## config.mk

```make
export PLATFORM = sky130hd
export DESIGN_NAME = sensor_frame_check_and_scale_core
export DESIGN_NICKNAME = d
export VERILOG_FILES = /design/src/sfcs_pkg.sv /design/src/sensor_frame_check_and_scale_core.sv
export VERILOG_INCLUDE_DIRS = /design/src /design/src/src
export SDC_FILE = /design/constraint.sdc
export NUM_CORES = 1
export LEC_CHECK = 0
export BUFFER_PORTS_ARGS = -buffer_cell sky130_fd_sc_hd__buf_2
export CAP_MARGIN = 25
export CORE_ASPECT_RATIO = 0.75
export CORE_MARGIN = 4
export CORE_UTILIZATION = 58
export CTS_CLUSTER_SIZE = 28
export DETAILED_ROUTE_END_ITERATION = 7
export PLACE_DENSITY = 0.91
export SLEW_MARGIN = 10
export SYNTH_ARGS = -nofsm -noshare
export SYNTH_HDL_FRONTEND = slang
export SYNTH_SLANG_ARGS = --single-unit
```

## constraint.sdc

```tcl
create_clock -name clk -period 6.7 [get_ports clk]
set_input_delay 1.34 -clock clk [delete_from_list [all_inputs] [get_ports clk]]
set_output_delay 1.34 -clock clk [all_outputs]
set_load 0.02 [all_outputs]
```

## src/assert_macros.svh

```systemverilog
// Assertion macros for the RTL core.
// Simulation builds get concurrent assertions; synthesis builds get nothing.
`ifndef ASSERT_MACROS_SVH
`define ASSERT_MACROS_SVH

`ifndef SYNTHESIS

// Check a property on every rising clock edge outside reset.
`define ASSERT_CLK(label, clk, rst_n, prop) \
	label: assert property (@(posedge clk) disable iff (!rst_n) prop) \
		else $error("assertion failed");

// Check that an expression never holds on a rising clock edge outside reset.
`define ASSERT_NEVER(label, clk, rst_n, expr) \
	label: assert property (@(posedge clk) disable iff (!rst_n) !(expr)) \
		else $error("forbidden condition seen");

`else

`define ASSERT_CLK(label, clk, rst_n, prop)
`define ASSERT_NEVER(label, clk, rst_n, expr)

`endif

`endif

```

## src/sfcs_pkg.sv

```systemverilog
// Package for the sensor frame check and scale core: widths, scaling constants,
// status codes and the CRC-8 byte function. No dependencies.
package sfcs_pkg;

	localparam int InDataW  = 24;
	localparam int OutDataW = 24;
	localparam int OutUserW = 3;
	localparam int ValueW   = 18;
	localparam int RawW     = 16;
	localparam int GainW    = 18;
	localparam int ProdW    = RawW + GainW;
	localparam int NumW     = ProdW + 1;
	localparam int FracW    = 16;

	localparam logic [7:0]        CRC_POLY  = 8'h31;
	localparam logic [RawW-1:0]   MASK_TEMP = 16'hfffb;
	localparam logic [RawW-1:0]   MASK_HUM  = 16'hfff0;
	localparam logic [GainW-1:0]  TEMP_GAIN = 18'd175720;
	localparam logic [GainW-1:0]  HUM_GAIN  = 18'd125000;
	// offsets already scaled by 2^16
	localparam logic [NumW-1:0]   TEMP_OFFS = 35'd3070361600;
	localparam logic [NumW-1:0]   HUM_OFFS  = 35'd393216000;
	localparam logic [ValueW-1:0] RANGE_MAX = 18'd100000;

	localparam logic KIND_TEMP = 1'b0;
	localparam logic KIND_HUM  = 1'b1;

	typedef enum logic [1:0] {
		STATUS_OK     = 2'd0,
		STATUS_REJECT = 2'd1,
		STATUS_RANGE  = 2'd2
	} status_t;

	function automatic logic [7:0] crc8_byte(input logic [7:0] crc_in, input logic [7:0] data);
		logic [7:0] c;
		c = crc_in ^ data;
		for (int k = 0; k < 8; k++) begin
			c = c[7] ? ({c[6:0], 1'b0} ^ CRC_POLY) : {c[6:0], 1'b0};
		end
		return c;
	endfunction

endpackage

```

## src/sensor_frame_check_and_scale_core.sv

```systemverilog
// Usage: one sensor frame enters on the s_axis channel, one result leaves on
// the m_axis channel for every frame, in order.
//   s_axis_tdata : high_byte [7:0], low_byte [15:8], check_byte [23:16]
//   s_axis_tuser : kind (0 temperature, 1 relative humidity)
//   m_axis_tdata : value_milli [17:0] (signed thousandths), zero pad [23:18]
//   m_axis_tuser : status [1:0], reset_request [2]
// The frame is checked with CRC-8 (poly 0x31, init 0) over the two data bytes;
// a mismatch or an all-zero frame gives status 1 and value 0. Otherwise the
// masked raw word is scaled with one 16x18 constant multiply; a value outside
// 0..100000 gives -1, status 2 and a sensor reset request.
// The input register loads at the input transfer; the result register loads from
// it whenever it is empty or being read. Throughput: one frame per cycle unless the
// receiver stalls, set by the single multiply and CRC between the two registers.
// While the receiver stalls, the result register holds and the input
// register still takes one more frame; ready drops only when both are full.
// Reset empties both stages; no results are pending afterwards.
// Depends on sfcs_pkg and assert_macros.svh.
`include "assert_macros.svh"

module sensor_frame_check_and_scale_core (
	input  logic                          clk,
	input  logic                          arst_n,
	input  logic                          s_axis_tvalid,
	output logic                          s_axis_tready,
	// high_byte [7:0], low_byte [15:8], check_byte [23:16]
	input  logic [sfcs_pkg::InDataW-1:0]  s_axis_tdata,
	// kind [0]
	input  logic [0:0]                    s_axis_tuser,
	output logic                          m_axis_tvalid,
	input  logic                          m_axis_tready,
	// value_milli [17:0], zero pad [23:18]
	output logic [sfcs_pkg::OutDataW-1:0] m_axis_tdata,
	// status [1:0], reset_request [2]
	output logic [sfcs_pkg::OutUserW-1:0] m_axis_tuser
);
	import sfcs_pkg::*;

	logic                valid_s1;
	logic                kind_s1;
	logic [7:0]          hi_s1;
	logic [7:0]          lo_s1;
	logic [7:0]          chk_s1;

	logic                valid_s2;
	logic [ValueW-1:0]   value_s2;
	status_t             status_s2;
	logic                rreq_s2;

	logic                load_s2;
	logic                load_s1;

	logic [7:0]          crc;
	logic                reject;
	logic [RawW-1:0]     raw;
	logic [GainW-1:0]    gain;
	logic [NumW-1:0]     offs;
	logic [ProdW-1:0]    prod;
	logic [NumW-1:0]     num;
	logic [ValueW-1:0]   quot;
	logic [ValueW-1:0]   value_d;
	status_t             status_d;

	assign load_s2       = !valid_s2 || m_axis_tready;
	assign s_axis_tready = !valid_s1 || load_s2;
	assign load_s1       = s_axis_tvalid && s_axis_tready;

	always_ff @(posedge clk or negedge arst_n) begin
		if (!arst_n) begin
			valid_s1 <= 1'b0;
		end else if (s_axis_tready) begin
			valid_s1 <= s_axis_tvalid;
		end
	end

	always_ff @(posedge clk) begin
		if (load_s1) begin
			kind_s1 <= s_axis_tuser[0];
			hi_s1   <= s_axis_tdata[7:0];
			lo_s1   <= s_axis_tdata[15:8];
			chk_s1  <= s_axis_tdata[23:16];
		end
	end

	always_comb begin
		crc    = crc8_byte(crc8_byte(8'h00, hi_s1), lo_s1);
		reject = (crc != chk_s1) || ((hi_s1 == 8'h00) && (lo_s1 == 8'h00) && (chk_s1 == 8'h00));
		if (kind_s1 == KIND_TEMP) begin
			raw  = {hi_s1, lo_s1} & MASK_TEMP;
			gain = TEMP_GAIN;
			offs = TEMP_OFFS;
		end else begin
			raw  = {hi_s1, lo_s1} & MASK_HUM;
			gain = HUM_GAIN;
			offs = HUM_OFFS;
		end
		prod = ProdW'(raw) * ProdW'(gain);
		num  = {1'b0, prod} - offs;
		quot = num[FracW +: ValueW];

		value_d  = '0;
		status_d = STATUS_OK;
		if (reject) begin
			status_d = STATUS_REJECT;
		end else if (!num[NumW-1]) begin
			if (quot > RANGE_MAX) begin
				value_d  = '1;
				status_d = STATUS_RANGE;
			end else begin
				value_d = quot;
			end
		end else if (!((&num[NumW-1:FracW]) && (num[FracW-1:0] != '0))) begin
			// negative beyond what truncation toward zero brings back to 0
			value_d  = '1;
			status_d = STATUS_RANGE;
		end
	end

	always_ff @(posedge clk or negedge arst_n) begin
		if (!arst_n) begin
			valid_s2 <= 1'b0;
		end else if (load_s2) begin
			valid_s2 <= valid_s1;
		end
	end

	always_ff @(posedge clk) begin
		if (load_s2 && valid_s1) begin
			value_s2  <= value_d;
			status_s2 <= status_d;
			rreq_s2   <= (status_d == STATUS_RANGE);
		end
	end

	assign m_axis_tvalid = valid_s2;
	assign m_axis_tdata  = {(OutDataW - ValueW)'(0), value_s2};
	assign m_axis_tuser  = {rreq_s2, status_s2};

	`ASSERT_CLK(a_range_result, clk, arst_n,
		(m_axis_tvalid && status_s2 == STATUS_RANGE) |-> (rreq_s2 && (&value_s2)))
	`ASSERT_CLK(a_ok_in_range, clk, arst_n,
		(m_axis_tvalid && status_s2 == STATUS_OK) |-> (!rreq_s2 && value_s2 <= RANGE_MAX))
	`ASSERT_CLK(a_advance, clk, arst_n,
		(valid_s1 && load_s2) |=> m_axis_tvalid)
	`ASSERT_NEVER(a_reject_clean, clk, arst_n,
		m_axis_tvalid && status_s2 == STATUS_REJECT && (rreq_s2 || value_s2 != '0))

endmodule

```

After elaboration in Yosys (flattened, before gate mapping):

Index checks and enable logic that the tools add are counted.

* register bits after elaboration: 48
* bits in latches: 0
* RAM bits: 0
* memory bits (read-only): 0
* bits of input ports: 29
* output and inout port bits: 29
* memories kept: 0

* add/subtract/negate cells: 1
* multiply operators: 1
* divide/modulo/power cells: 0
* magnitude comparators: 1
* eq/ne operators: 2
* shifts and indexed selects: 0
* mux-type cells: 26
* bitwise logic cells: 17
* reductions and logical operators: 15

Operator list (number)
* $mux W6: 16
* $mux W18: 4
* $not A3 Y3: 16
* $sub A34 B35 Y35: 1
* $mul A16 B18 Y34: 1
* $mux W32: 1
* $logic_not A8 Y1: 3
* $reduce_and A19 Y1: 1
* $gt A18 B17 Y1 const B: 1
* $reduce_bool A16 Y1: 1
* $mux W2: 4
* $ne A8 B8 Y1: 1
* $xor A8 B8 Y8: 1
* $logic_and A1 B1 Y1: 5
* $mux W4: 1
* $logic_or A1 B1 Y1: 3
* $eq A2 B2 Y1 const B: 1
* $logic_not A1 Y1: 2

Depth between registers and ports, before layout:

Gate-level depths: netlist (run 1).

* depth in word-level cells: 37
* mapped depth: 26

Least setup slack after synthesis (run 1):

OpenSTA, ideal clock, no wires.

* kind: flip-flop to flip-flop
* start: register kind_s1
* end: register value_s2[10] (data pin)
* setup time: 0.274 ns
* data arrival time: 6.582 ns
* data required time: 6.426 ns
* setup slack: -0.156 ns
* stages on the path, launching flop included: 24
* buffers on the path: 1
* period minus slack after synthesis: 6.856 ns
* cells stage by stage: edfxtp_1 -> inv_1 -> clkbuf_1 -> nor2_1 -> fa_1 -> inv_1 -> fa_1 -> fa_1 -> inv_1 -> fa_1 -> fa_1 -> inv_1 -> fa_1 -> inv_1 -> ha_1 -> a21oi_1 -> o21ai_2 -> or3_1 -> or4_1 -> o211ai_2 -> o21ai_1 -> or3b_4 -> o21ai_4 -> a31oi_1

* word-level cells in the longest chain between the ends: 7
* elaborated cells on any way between the ends: 12
* classes of those cells: add/sub: 1; mul: 1; order compare: 1; mux: 6; reduce/logical: 3

RTL lines
* start, declared: RTL line sensor_frame_check_and_scale_core.sv:39 `logic kind_s1;`
* start signal, assigned: RTL line sensor_frame_check_and_scale_core.sv:77 `kind_s1 <= s_axis_tuser[0];`
* $mux W4 / $mux W18 (equally long branches): RTL line sensor_frame_check_and_scale_core.sv:87 `if (kind_s1 == KIND_TEMP) begin`
* $mul A16 B18 Y34: RTL line sensor_frame_check_and_scale_core.sv:96 `prod = ProdW'(raw) * ProdW'(gain);`
* $sub A34 B35 Y35 *: RTL line sensor_frame_check_and_scale_core.sv:97 `num = {1'b0, prod} - offs;`
* branches (longest 3 deep; another with $gt A18 B17 Y1)
* $mux W18 *: RTL line sensor_frame_check_and_scale_core.sv:104 `end else if (!num[NumW-1]) begin`
* end signal, assigned: RTL line sensor_frame_check_and_scale_core.sv:128 `value_s2 <= value_d;`
* end, declared: RTL line sensor_frame_check_and_scale_core.sv:45 `logic [ValueW-1:0] value_s2;`

Every way passes the cells marked *.
A chain may end at the register's enable or synchronous reset.

Worst setup path after layout (run 1):

* start: register kind_s1
* end: register status_s2[1] (data pin)

* word-level cells in the longest chain between the ends: 8
* elaborated cells on any way between the ends: 13
* classes of those cells: add/sub: 1; mul: 1; order compare: 1; mux: 7; reduce/logical: 3

RTL lines
* $mux W4 / $mux W18 (equally long branches): RTL line sensor_frame_check_and_scale_core.sv:87
* $mul A16 B18 Y34: RTL line sensor_frame_check_and_scale_core.sv:96
* $sub A34 B35 Y35 *: RTL line sensor_frame_check_and_scale_core.sv:97
* branches (longest 3 deep; another with $gt A18 B17 Y1)
* $mux W2 *: RTL line sensor_frame_check_and_scale_core.sv:104
* $mux W2 *: RTL line sensor_frame_check_and_scale_core.sv:102 `if (reject) begin`
* via status_d[1]: RTL line sensor_frame_check_and_scale_core.sv:61 `status_t status_d;`
* end signal, assigned: RTL line sensor_frame_check_and_scale_core.sv:129 `status_s2 <= status_d;`
* end, declared: RTL line sensor_frame_check_and_scale_core.sv:46 `status_t status_s2;`

Mark *: on every way through the listed nets, which the timed path passes.

==> metrics.log, run 1 <==
INFO  metric post-route-period-util = 103%
INFO  metric detail-route-antenna-nets = 0
INFO  metric synthMostInstantiatedCell = sky130_fd_sc_hd__inv_1
INFO  metric die_ht = about 120 µm
INFO  metric timing.reg2reg.worst_path_depth = 24
INFO  metric netlist.area_leader.share = 25.9%
INFO  metric yosys-top-cells-area = sky130_fd_sc_hd__fa_1, sky130_fd_sc_hd__ha_1, sky130_fd_sc_hd__edfxtp_1
INFO  metric cts.clk_slew.worst_paths = 70 ps
INFO  metric grt_use_total = approximately 29%
INFO  metric hold_end = m_axis_tvalid
INFO  metric wire_length_of_the_first_global_routing_pass = 42,200 µm
INFO  metric drt-total-wl = 27,700 µm
INFO  metric cts_root_buf = sky130_fd_sc_hd__clkbuf_16
INFO  metric syn_inst = 951
INFO  metric timing.critical_path.arrival = 6900 ps
INFO  metric yosys.cell_types.count = 84
INFO  metric worst_slack = -171 ps
INFO  metric global_route.overflow_total = 0
INFO  metric grt_util_met1 = 38.9%
INFO  metric flops_latches_synth = 47
INFO  metric design.die.area = between 15,000 and 20,000 µm²
INFO  metric netlist.top_cell.by_area = sky130_fd_sc_hd__fa_1
INFO  metric dieWidth = 154 µm
INFO  metric violations = setup timing
INFO  metric min_path_type = reg -> reg
INFO  metric grt_use_met3 = 6.73%
INFO  metric drive_gt1_share = 27.3%
INFO  metric rows = 39
INFO  metric antenna_found_initial = 1
INFO  metric cts_tree = done
INFO  metric cp_data_required_time = 6730 ps
INFO  metric post_dp_cell_area = roughly 10,000 µm²
INFO  metric num-fill-cells = 992
INFO  metric grt.busiest_layer = met2
INFO  metric tightestPinTransition = 852 ps
INFO  metric grt_setup_unrepaired = yes
INFO  metric numPortBuffers = 51
INFO  metric cts_inserted_buffers = 5
INFO  metric grtUsageMet2 = 46.8%
INFO  metric coreArea = 15,500 µm²
INFO  metric gp_congestion = ~1.0
INFO  metric ys_async_sr_fraction = under 10%
INFO  metric report.final.slew_viol_count = 0
INFO  metric floorplan.io_pins = 58
INFO  metric cts-htree-levels = 2
INFO  metric relSlewSlack = 43.2%
INFO  metric drt_iter0_markers = 839
INFO  metric post_drt_wl_per_cell = 21.3 µm
INFO  metric seq_area_frac_synth = around 15%
INFO  metric via_count = 8,106
INFO  metric routed_via_density = 6.22
INFO  metric r2r-end = status_s2[1]
INFO  metric final_area = 11,200 µm²
INFO  metric initial_core_util = about 60%
INFO  metric cap_violations = 0
INFO  metric final_cell_count_no_fill = 1,303
INFO  metric drt_first_pass_iters = 6
INFO  metric critical_path.endpoint_type = register
INFO  metric fin_skew = 8.30 ps
INFO  metric worst_reg2reg_path_startpoint = kind_s1
INFO  metric place_hpwl = 20,600 µm
INFO  metric vias_in_the_first_global_route = 8,230
INFO  metric synth_flop_cell = sky130_fd_sc_hd__edfxtp_1
INFO  metric run_status = finished with violations
INFO  metric place_inst = 1,265
INFO  metric clock_insertion_delay_worst_skew = about 300 ps
INFO  metric yosysWarnings = 0
INFO  metric synth_area = 9270 µm²
INFO  metric detail_route.drc_violations = 0
INFO  metric fmax = 0.146 GHz
INFO  metric r2r_slack = -170 ps
INFO  metric hp-start = valid_s1
INFO  metric critical_path.max_fanout = 9
INFO  metric setup_viol = 19
INFO  metric layout-area-overhead-vs-synth = 20.4%
INFO  metric timing.final.hold_violations = 0
INFO  metric clkSinkCount = 47
INFO  metric synth_top_cells_by_count = sky130_fd_sc_hd__inv_1, sky130_fd_sc_hd__ha_1, sky130_fd_sc_hd__fa_1
INFO  metric crit_type = reg -> reg
INFO  metric finish.net_count = roughly 1,400
INFO  metric count_of_flip_flops_with_a_built_in_enable_after_synthesis = 45
INFO  metric postSynthAreaPerCell = 9.75 µm²
INFO  metric clk_path_buf_depth = 2
INFO  metric worst_hold_depth = 1
INFO  metric grt_start_max_net_pins = 26
INFO  metric timing.critical_path.from_type = register
INFO  metric layout_min_cycle_time = 6870 ps
==> final cells by class <==
class                           count  area [µm²]  area share [%]
Inverter                          195         732            6.56
Sequential cell                    47        1400            12.6
Tap cell                          205         256            2.30
Timing Repair Buffer              159        1120            10.1
Antenna cell                        1        2.50          0.0224
Multi-Input combinational cell    688        7500            67.2
Clock buffer                        5         125            1.12
Clock inverter                      3        20.0           0.179
==> layer usage <==
metal | part of all wire, % | up-vias | wire length, µm
li1 | - | 3473 | -
met3 | 11 | 114 | 2930
met1 | 38 | 3974 | 10500
met5 | 0 | - | 0
met4 | 3.7 | 0 | 1030
met2 | 48 | 545 | 13200
==> worst max-delay path, cell delays in order (launching register included) <==
cell and delay, ps:
sky130_fd_sc_hd__edfxtp_1 420, sky130_fd_sc_hd__buf_6 170, sky130_fd_sc_hd__buf_4 180, sky130_fd_sc_hd__and2_2 220, sky130_fd_sc_hd__fa_1 530, sky130_fd_sc_hd__inv_1 70
sky130_fd_sc_hd__fa_1 560, sky130_fd_sc_hd__inv_1 90, sky130_fd_sc_hd__fa_1 570, sky130_fd_sc_hd__fa_2 450, sky130_fd_sc_hd__fa_2 570, sky130_fd_sc_hd__ha_4 210
sky130_fd_sc_hd__ha_4 270, sky130_fd_sc_hd__a21oi_2 250, sky130_fd_sc_hd__o21ai_2 120, sky130_fd_sc_hd__o21ai_0 270, sky130_fd_sc_hd__a21boi_1 120, sky130_fd_sc_hd__a211o_1 350
sky130_fd_sc_hd__nor4_4 350, sky130_fd_sc_hd__buf_4 180, sky130_fd_sc_hd__a211oi_4 60, sky130_fd_sc_hd__buf_6 140, sky130_fd_sc_hd__nor4_4 210, sky130_fd_sc_hd__buf_4 190
sky130_fd_sc_hd__nor3_1 50
==> how the worst max path moves through the flow <==
stage	start	cells after the start	endpoint	slack [ps]
2_1_floorplan	hi_s1[2]	24	value_s2[10]	7
3_3_place_gp	lo_s1[7]	23	value_s2[1]	20
3_5_place_dp	kind_s1	22	value_s2[12]	-250
4_1_cts	lo_s1[7]	23	value_s2[12]	3
5_1_grt	lo_s1[5]	24	status_s2[1]	-310
6_report	kind_s1	24	status_s2[1]	-170
==> placed cells by master (no fill, tap or decap), types with 11 or more instances in the layout <==
cell                       instances
sky130_fd_sc_hd__nand2_1          36
sky130_fd_sc_hd__nor3_1           20
sky130_fd_sc_hd__nor2_1           25
sky130_fd_sc_hd__ha_4             13
sky130_fd_sc_hd__xor2_1           13
sky130_fd_sc_hd__o21ai_0          11
sky130_fd_sc_hd__a31oi_1          18
sky130_fd_sc_hd__fa_1            112
sky130_fd_sc_hd__xnor2_1          35
sky130_fd_sc_hd__ha_1            117
sky130_fd_sc_hd__buf_4            97
sky130_fd_sc_hd__buf_2            51
sky130_fd_sc_hd__conb_1           16
sky130_fd_sc_hd__inv_1           185
sky130_fd_sc_hd__o21ai_2          11
sky130_fd_sc_hd__o211ai_1         11
sky130_fd_sc_hd__a21oi_1          29
sky130_fd_sc_hd__edfxtp_1         45
sky130_fd_sc_hd__nand3_1          14
==> kinds of logic after synthesis <==
| family | synth area share, % |
|---|---|
| XOR/XNOR | 5.48 |
| flip-flops | 15.1 |
| other | 0.0810 |
| adder cells (fa/ha/maj) | 43.7 |
| AO/OA/AOI/OAI | 12.9 |
| AND/OR/NAND/NOR | 11.6 |
| multiplexers | 0.567 |
| buffers and inverters | 10.5 |
==> through the flow <==
step | worst slack [ps] | hold WS (ps) | util, % | setup TNS [ps]
2_1_floorplan | 6.73 | 449 | - | 0
3_3_place_gp | 20.6 | 474 | 66.1 | 0
3_5_place_dp | -247 | 477 | 66.1 | -4290
4_1_cts | 3.41 | 504 | 68.9 | 0
5_1_grt | -313 | 534 | 72.1 | -4100
6_report | -171 | 509 | 72.2 | -1100
==> flip-flops by register name, indices dropped and copies added, names as in the netlist <==
register / flops
status_s2: 2
hi_s1: 8
chk_s1: 8
valid_s1: 1
lo_s1: 8
kind_s1: 1
m_axis_tvalid: 1
value_s2: 18
==> what timing repair did <==
item	4_1_cts	5_1_grt
resized for setup	51	83
endpoints found under the setup margin	19	19
hold buffers	0	0
pin swaps	18	47
cloned	1	0
buffers inserted	11	17
Power of run 1 is not shown: default switching activity piles up to over one toggle a cycle in this logic, so the estimate is an artifact.
==> inputs of run 2 (changes only) <==
--- a/config.mk
+++ b/config.mk
@@ -10,10 +10,11 @@
 export CAP_MARGIN = 25
 export CORE_ASPECT_RATIO = 0.75
 export CORE_MARGIN = 4
-export CORE_UTILIZATION = 58
+export CORE_UTILIZATION = 50
+export CTS_BUF_LIST = sky130_fd_sc_hd__clkbuf_4 sky130_fd_sc_hd__clkbuf_8
 export CTS_CLUSTER_SIZE = 28
 export DETAILED_ROUTE_END_ITERATION = 7
-export PLACE_DENSITY = 0.91
+export PLACE_DENSITY = 0.81
 export SLEW_MARGIN = 10
 export SYNTH_ARGS = -nofsm -noshare
 export SYNTH_HDL_FRONTEND = slang
==> metrics.log, run 2 (synthesis gave the netlist of run 1 again) <==
INFO  metric final_cell_mix = sky130_fd_sc_hd__inv_1, sky130_fd_sc_hd__fa_1, sky130_fd_sc_hd__buf_4
INFO  metric grt_use_total = approximately a quarter
INFO  metric relSlewSlack = 44.0%
INFO  metric cp_data_required_time = between 6000 and 7000 ps
INFO  metric drt_first_pass_iters = 6
INFO  metric die_ht = 126 µm
INFO  metric clkSinkCount = 47
INFO  metric clk_path_buf_depth = 2
INFO  metric cts-htree-levels = 2
INFO  metric detail-route-antenna-nets = 0
INFO  metric place_worst_setup_slack = -272 ps
INFO  metric timing.critical_path.arrival = a little under 7000 ps
INFO  metric fmax = between 0.1 and 0.15 GHz
INFO  metric cap_violations = 0
INFO  metric grt_setup_unrepaired = yes
INFO  metric drive_gt1_share = slightly above 30%
INFO  metric post_dp_cell_area = 10,300 µm²
INFO  metric coreArea = approximately 18,000 µm²
INFO  metric min_path_type = reg -> reg
INFO  metric post-route-period-util = 101%
INFO  metric vias_in_the_first_global_route = 7,663
INFO  metric wire_length_of_the_first_global_routing_pass = ~39,000 µm
INFO  metric final_area = 11,500 µm²
INFO  metric initial_core_util = between 50% and 60%
INFO  metric via_count = 7,771
INFO  metric worst_slack = -90.1 ps
INFO  metric setup_viol = 13
INFO  metric cts_inserted_buffers = 5
INFO  metric routed_via_density = approximately 5.7
INFO  metric design.die.area = about 21,000 µm²
INFO  metric tightestPinTransition = 840 ps
INFO  metric violations = setup timing
INFO  metric timing.critical_path.from_type = register
INFO  metric critical_path.max_fanout = 5
INFO  metric gp_congestion = approximately 1.0
INFO  metric floorplan.io_pins = 58
INFO  metric place_hpwl = just over 20,000 µm
INFO  metric dieWidth = 165 µm
INFO  metric rows = 42
INFO  metric regMostFlops = value_s2
INFO  metric detail_route.drc_violations = 0
INFO  metric timing.final.hold_violations = 0
INFO  metric layout_min_cycle_time = roughly 6800 ps
INFO  metric antenna_cells = 0
INFO  metric layout-area-overhead-vs-synth = 24.4%
INFO  metric critical_path.endpoint_type = register
INFO  metric cts_tree = done
INFO  metric report.final.slew_viol_count = 0
INFO  metric run_status = finished with violations
INFO  metric clock_insertion_delay_worst_skew = 350 ps
INFO  metric antenna_found_initial = 1
INFO  metric cts_root_buf = sky130_fd_sc_hd__clkbuf_8
INFO  metric post_drt_wl_per_cell = 19.8 µm
INFO  metric finish.net_count = 1,396
INFO  metric grt_start_max_net_pins = 26
INFO  metric max_ffs_per_register = 18
INFO  metric drt_iter0_markers = 705
INFO  metric global_route.overflow_total = 0
INFO  metric drt-total-wl = 26,800 µm
INFO  metric cts.clk_slew.worst_paths = 110 ps
INFO  metric fin_skew = 18.9 ps
INFO  metric crit_type = reg -> reg
INFO  metric most_common_cell_after_layout_fill_and_taps_aside = sky130_fd_sc_hd__inv_1
INFO  metric numPortBuffers = a little over 50
==> run 2: worst paths after layout <==
kind,startpoint,endpoint,slack [ps],cells past startpoint
worst max-delay path,kind_s1,value_s2[4],-90,23
min in group asynchronous,arst_n,valid_s1,780,1
worst min register to register,valid_s1,m_axis_tvalid,510,1
worst max register to register,kind_s1,value_s2[4],-90,23
worst min-delay path,valid_s1,m_axis_tvalid,510,1
max in group asynchronous,arst_n,m_axis_tvalid,5830,1
==> run 2: what timing repair did <==
action / in CTS / in global routing
hold buffers: 0 / 0
endpoints found under the setup margin: 19 / 19
cloned: 1 / 0
gates resized for setup: 41 / 144
pin swaps: 19 / 55
setup buffers: 10 / 32
==> run 2: final cells by class <==
type	count	area, µm²
repair buffers	178	1270
well taps	242	303
fillers	1330	6390
clock buffers	5	68.8
flip-flops and latches	47	1400
inverters	195	737
clock inverters	3	20.0
multi-input cells	688	7730
==> run 2: per-stage QoR <==
stage | hold WS (ps) | instances | TNS [ps] | utilization [%]
finish | 507 | 1358 | -695 | 64.3
global route | 527 | 1358 | -3290 | 64.3
CTS | 503 | 1327 | 0 | 59.4
detailed placement | 485 | 1308 | -4890 | 57.5
global placement | 476 | 1308 | -1880 | 57.5
floorplan | 449 | 965 | 0 | -
==> run 2: layer usage <==
metal / track usage [%] / vias up / share of wire [%]
li1: - / 3496 / -
met3: 5.45 / 62 / 7.6
met4: 4.21 / 2 / 2.4
met5: 0 / - / 0.20
met1: 35.4 / 3858 / 42
met2: 36.1 / 353 / 47
==> run 2: critical path: stages (launching register included) <==
cell	delay (ps)
sky130_fd_sc_hd__edfxtp_1	480
sky130_fd_sc_hd__inv_2	160
sky130_fd_sc_hd__nor2_4	50
sky130_fd_sc_hd__fa_1	520
sky130_fd_sc_hd__inv_2	40
sky130_fd_sc_hd__fa_1	490
sky130_fd_sc_hd__fa_1	520
sky130_fd_sc_hd__inv_2	50
sky130_fd_sc_hd__fa_1	500
sky130_fd_sc_hd__fa_1	550
sky130_fd_sc_hd__inv_1	60
sky130_fd_sc_hd__fa_1	510
sky130_fd_sc_hd__inv_2	60
sky130_fd_sc_hd__ha_4	230
sky130_fd_sc_hd__a21oi_2	260
sky130_fd_sc_hd__o21ai_2	110
sky130_fd_sc_hd__or3_4	390
sky130_fd_sc_hd__or4_4	420
sky130_fd_sc_hd__o211ai_2	90
sky130_fd_sc_hd__o21ai_1	80
sky130_fd_sc_hd__or3b_4	450
sky130_fd_sc_hd__buf_6	140
sky130_fd_sc_hd__o21ai_4	200
sky130_fd_sc_hd__a31oi_1	130
Power of run 2 is left out for the same reason.
==> inputs of run 3 (changes only) <==
==> constraint.sdc (replaced) <==
create_clock -name clk -period 6.7 [get_ports clk]
set_input_delay 0.335 -clock clk [delete_from_list [all_inputs] [get_ports clk]]
set_output_delay 0.335 -clock clk [all_outputs]
set_load 0.02 [all_outputs]
==> metrics.log, run 3 (synthesis gave the netlist of run 1 again) <==
INFO  metric via_count = 7,759
INFO  metric design.die.area = 20,800 µm²
INFO  metric global_route.overflow_total = 0
INFO  metric fmax = 0.148 GHz
INFO  metric drt_first_pass_iters = 5
INFO  metric cts.clk_slew.worst_paths = 110 ps
INFO  metric grt_start_max_net_pins = 26
INFO  metric drt_iter0_markers = 681
INFO  metric place_hpwl = just over 20,000 µm
INFO  metric dieWidth = approximately 170 µm
INFO  metric regArea = around 1400 µm²
INFO  metric gp_congestion = 1.02
INFO  metric min_path_type = in -> reg
INFO  metric die_ht = 126 µm
INFO  metric most_common_cell_after_layout_fill_and_taps_aside = sky130_fd_sc_hd__inv_1
INFO  metric worst_slack = -68.4 ps
INFO  metric drt-total-wl = 26,900 µm
INFO  metric num-fill-cells = about 1,300
INFO  metric max_ffs_per_register = 18
INFO  metric post-route-period-util = 101%
INFO  metric r2r_slack = -70 ps
INFO  metric drive_gt1_share = a little under a third
INFO  metric detail_route.drc_violations = 0
INFO  metric cts_tree = done
INFO  metric violations = setup timing
INFO  metric layout_min_cycle_time = 6770 ps
INFO  metric report.final.slew_viol_count = 0
INFO  metric numPortBuffers = 51
INFO  metric layout-area-overhead-vs-synth = 24.5%
INFO  metric timing.critical_path.arrival = 6830 ps
INFO  metric cap_violations = 0
INFO  metric grt_use_total = approximately a quarter
INFO  metric multiInputGateArea = about 7700 µm²
INFO  metric coreArea = roughly 18,000 µm²
INFO  metric finish.net_count = 1,397
INFO  metric routed_via_density = 5.71
INFO  metric cts-htree-levels = 2
INFO  metric critical_path.endpoint_type = register
INFO  metric setup_viol = 11
INFO  metric clkSinkCount = between 40 and 50
INFO  metric wire_length_of_the_first_global_routing_pass = 39,300 µm
INFO  metric regMostFlops = value_s2
INFO  metric relSlewSlack = 44.9%
INFO  metric run_status = finished with violations
INFO  metric timing.final.hold_violations = 0
INFO  metric cts_root_buf = sky130_fd_sc_hd__clkbuf_8
INFO  metric worst_hold_slack = 155 ps
INFO  metric post_drt_wl_per_cell = 19.8 µm
INFO  metric detail-route-antenna-nets = 0
INFO  metric cp_data_required_time = 6770 ps
INFO  metric crit_type = reg -> reg
INFO  metric clk_path_buf_depth = 2
INFO  metric antenna_found_initial = 1
INFO  metric rows = 42
INFO  metric tightestPinTransition = 826 ps
INFO  metric initial_core_util = 51.7%
INFO  metric critical_path.max_fanout = 5
INFO  metric clock_insertion_delay_worst_skew = 350 ps
INFO  metric fin_skew = 20.2 ps
INFO  metric timing.critical_path.from_type = register
INFO  metric floorplan.io_pins = 58
INFO  metric antenna_cells = 0
INFO  metric final_cell_mix = sky130_fd_sc_hd__inv_1, sky130_fd_sc_hd__fa_1, sky130_fd_sc_hd__buf_4
INFO  metric vias_in_the_first_global_route = 7,666
INFO  metric cts_inserted_buffers = 5
INFO  metric grt_setup_unrepaired = yes
## run 3: changes by cell type in the layout (fill, tap and decap cells not counted), sizes merged
cell         change
dlygate4sd3      +1
## run 3: critical path: stages (launching register included)
cell and delay (ps):
sky130_fd_sc_hd__edfxtp_1 480, sky130_fd_sc_hd__inv_2 160, sky130_fd_sc_hd__nor2_4 50, sky130_fd_sc_hd__fa_1 520
sky130_fd_sc_hd__inv_2 40, sky130_fd_sc_hd__fa_1 480, sky130_fd_sc_hd__fa_1 520, sky130_fd_sc_hd__inv_2 50
sky130_fd_sc_hd__fa_1 500, sky130_fd_sc_hd__fa_1 550, sky130_fd_sc_hd__inv_1 60, sky130_fd_sc_hd__fa_1 510
sky130_fd_sc_hd__inv_2 50, sky130_fd_sc_hd__ha_4 230, sky130_fd_sc_hd__a21oi_2 250, sky130_fd_sc_hd__o21ai_2 110
sky130_fd_sc_hd__or3_4 390, sky130_fd_sc_hd__or4_4 420, sky130_fd_sc_hd__o211ai_2 90, sky130_fd_sc_hd__o21ai_1 80
sky130_fd_sc_hd__or3b_4 450, sky130_fd_sc_hd__buf_6 140, sky130_fd_sc_hd__o21ai_4 200, sky130_fd_sc_hd__a31oi_1 130
## run 3: routing by layer
| metal | part of all wire, % | vias up | GRT usage (%) |
|---|---|---|---|
| li1 | - | 3503 | - |
| met3 | 7.5 | 65 | 5.45 |
| met2 | 47 | 349 | 36.1 |
| met1 | 42 | 3840 | 35.4 |
| met5 | 0.22 | - | 0 |
| met4 | 2.4 | 2 | 4.21 |
## run 3: layout make-up
cell class	instances	area share (%)
multi-input cells	688	67.0
flip-flops and latches	47	12.1
repair buffers	179	11.1
inverters	195	6.39
well taps	242	2.62
clock buffers	5	0.596
clock inverters	3	0.173
## run 3: path summary, 6_finish.rpt
check                                  from             to  cells past startpoint
min in group asynchronous            arst_n       valid_s1                      2
max in group asynchronous            arst_n  m_axis_tvalid                      2
max                                 kind_s1   value_s2[10]                     23
max reg2reg                         kind_s1   value_s2[10]                     23
min reg2reg                        valid_s1  m_axis_tvalid                      1
min                        s_axis_tdata[16]      chk_s1[0]                      1
## run 3: what timing repair did
action,in CTS,in global routing
cloned,1,0
pin swaps,19,55
buffers inserted,10,32
hold buffers,1,0
gates resized for setup,41,144
endpoints found under the hold margin,2,0
setup endpoints to repair,19,19
## run 3: stage by stage
stage / instances / setup TNS, ps / setup WS (ps) / utilization, % / cell area, µm²
2_1_floorplan: 965 / 0 / 6.73 / - / 9330
3_3_place_gp: 1308 / -1880 / -121 / 57.5 / 10300
3_5_place_dp: 1308 / -4890 / -272 / 57.5 / 10300
4_1_cts: 1328 / 0 / 0.787 / 59.5 / 10700
5_1_grt: 1359 / -3290 / -215 / 64.4 / 11500
6_report: 1359 / -481 / -68.4 / 64.4 / 11500
Power of run 3 is left out for the same reason.
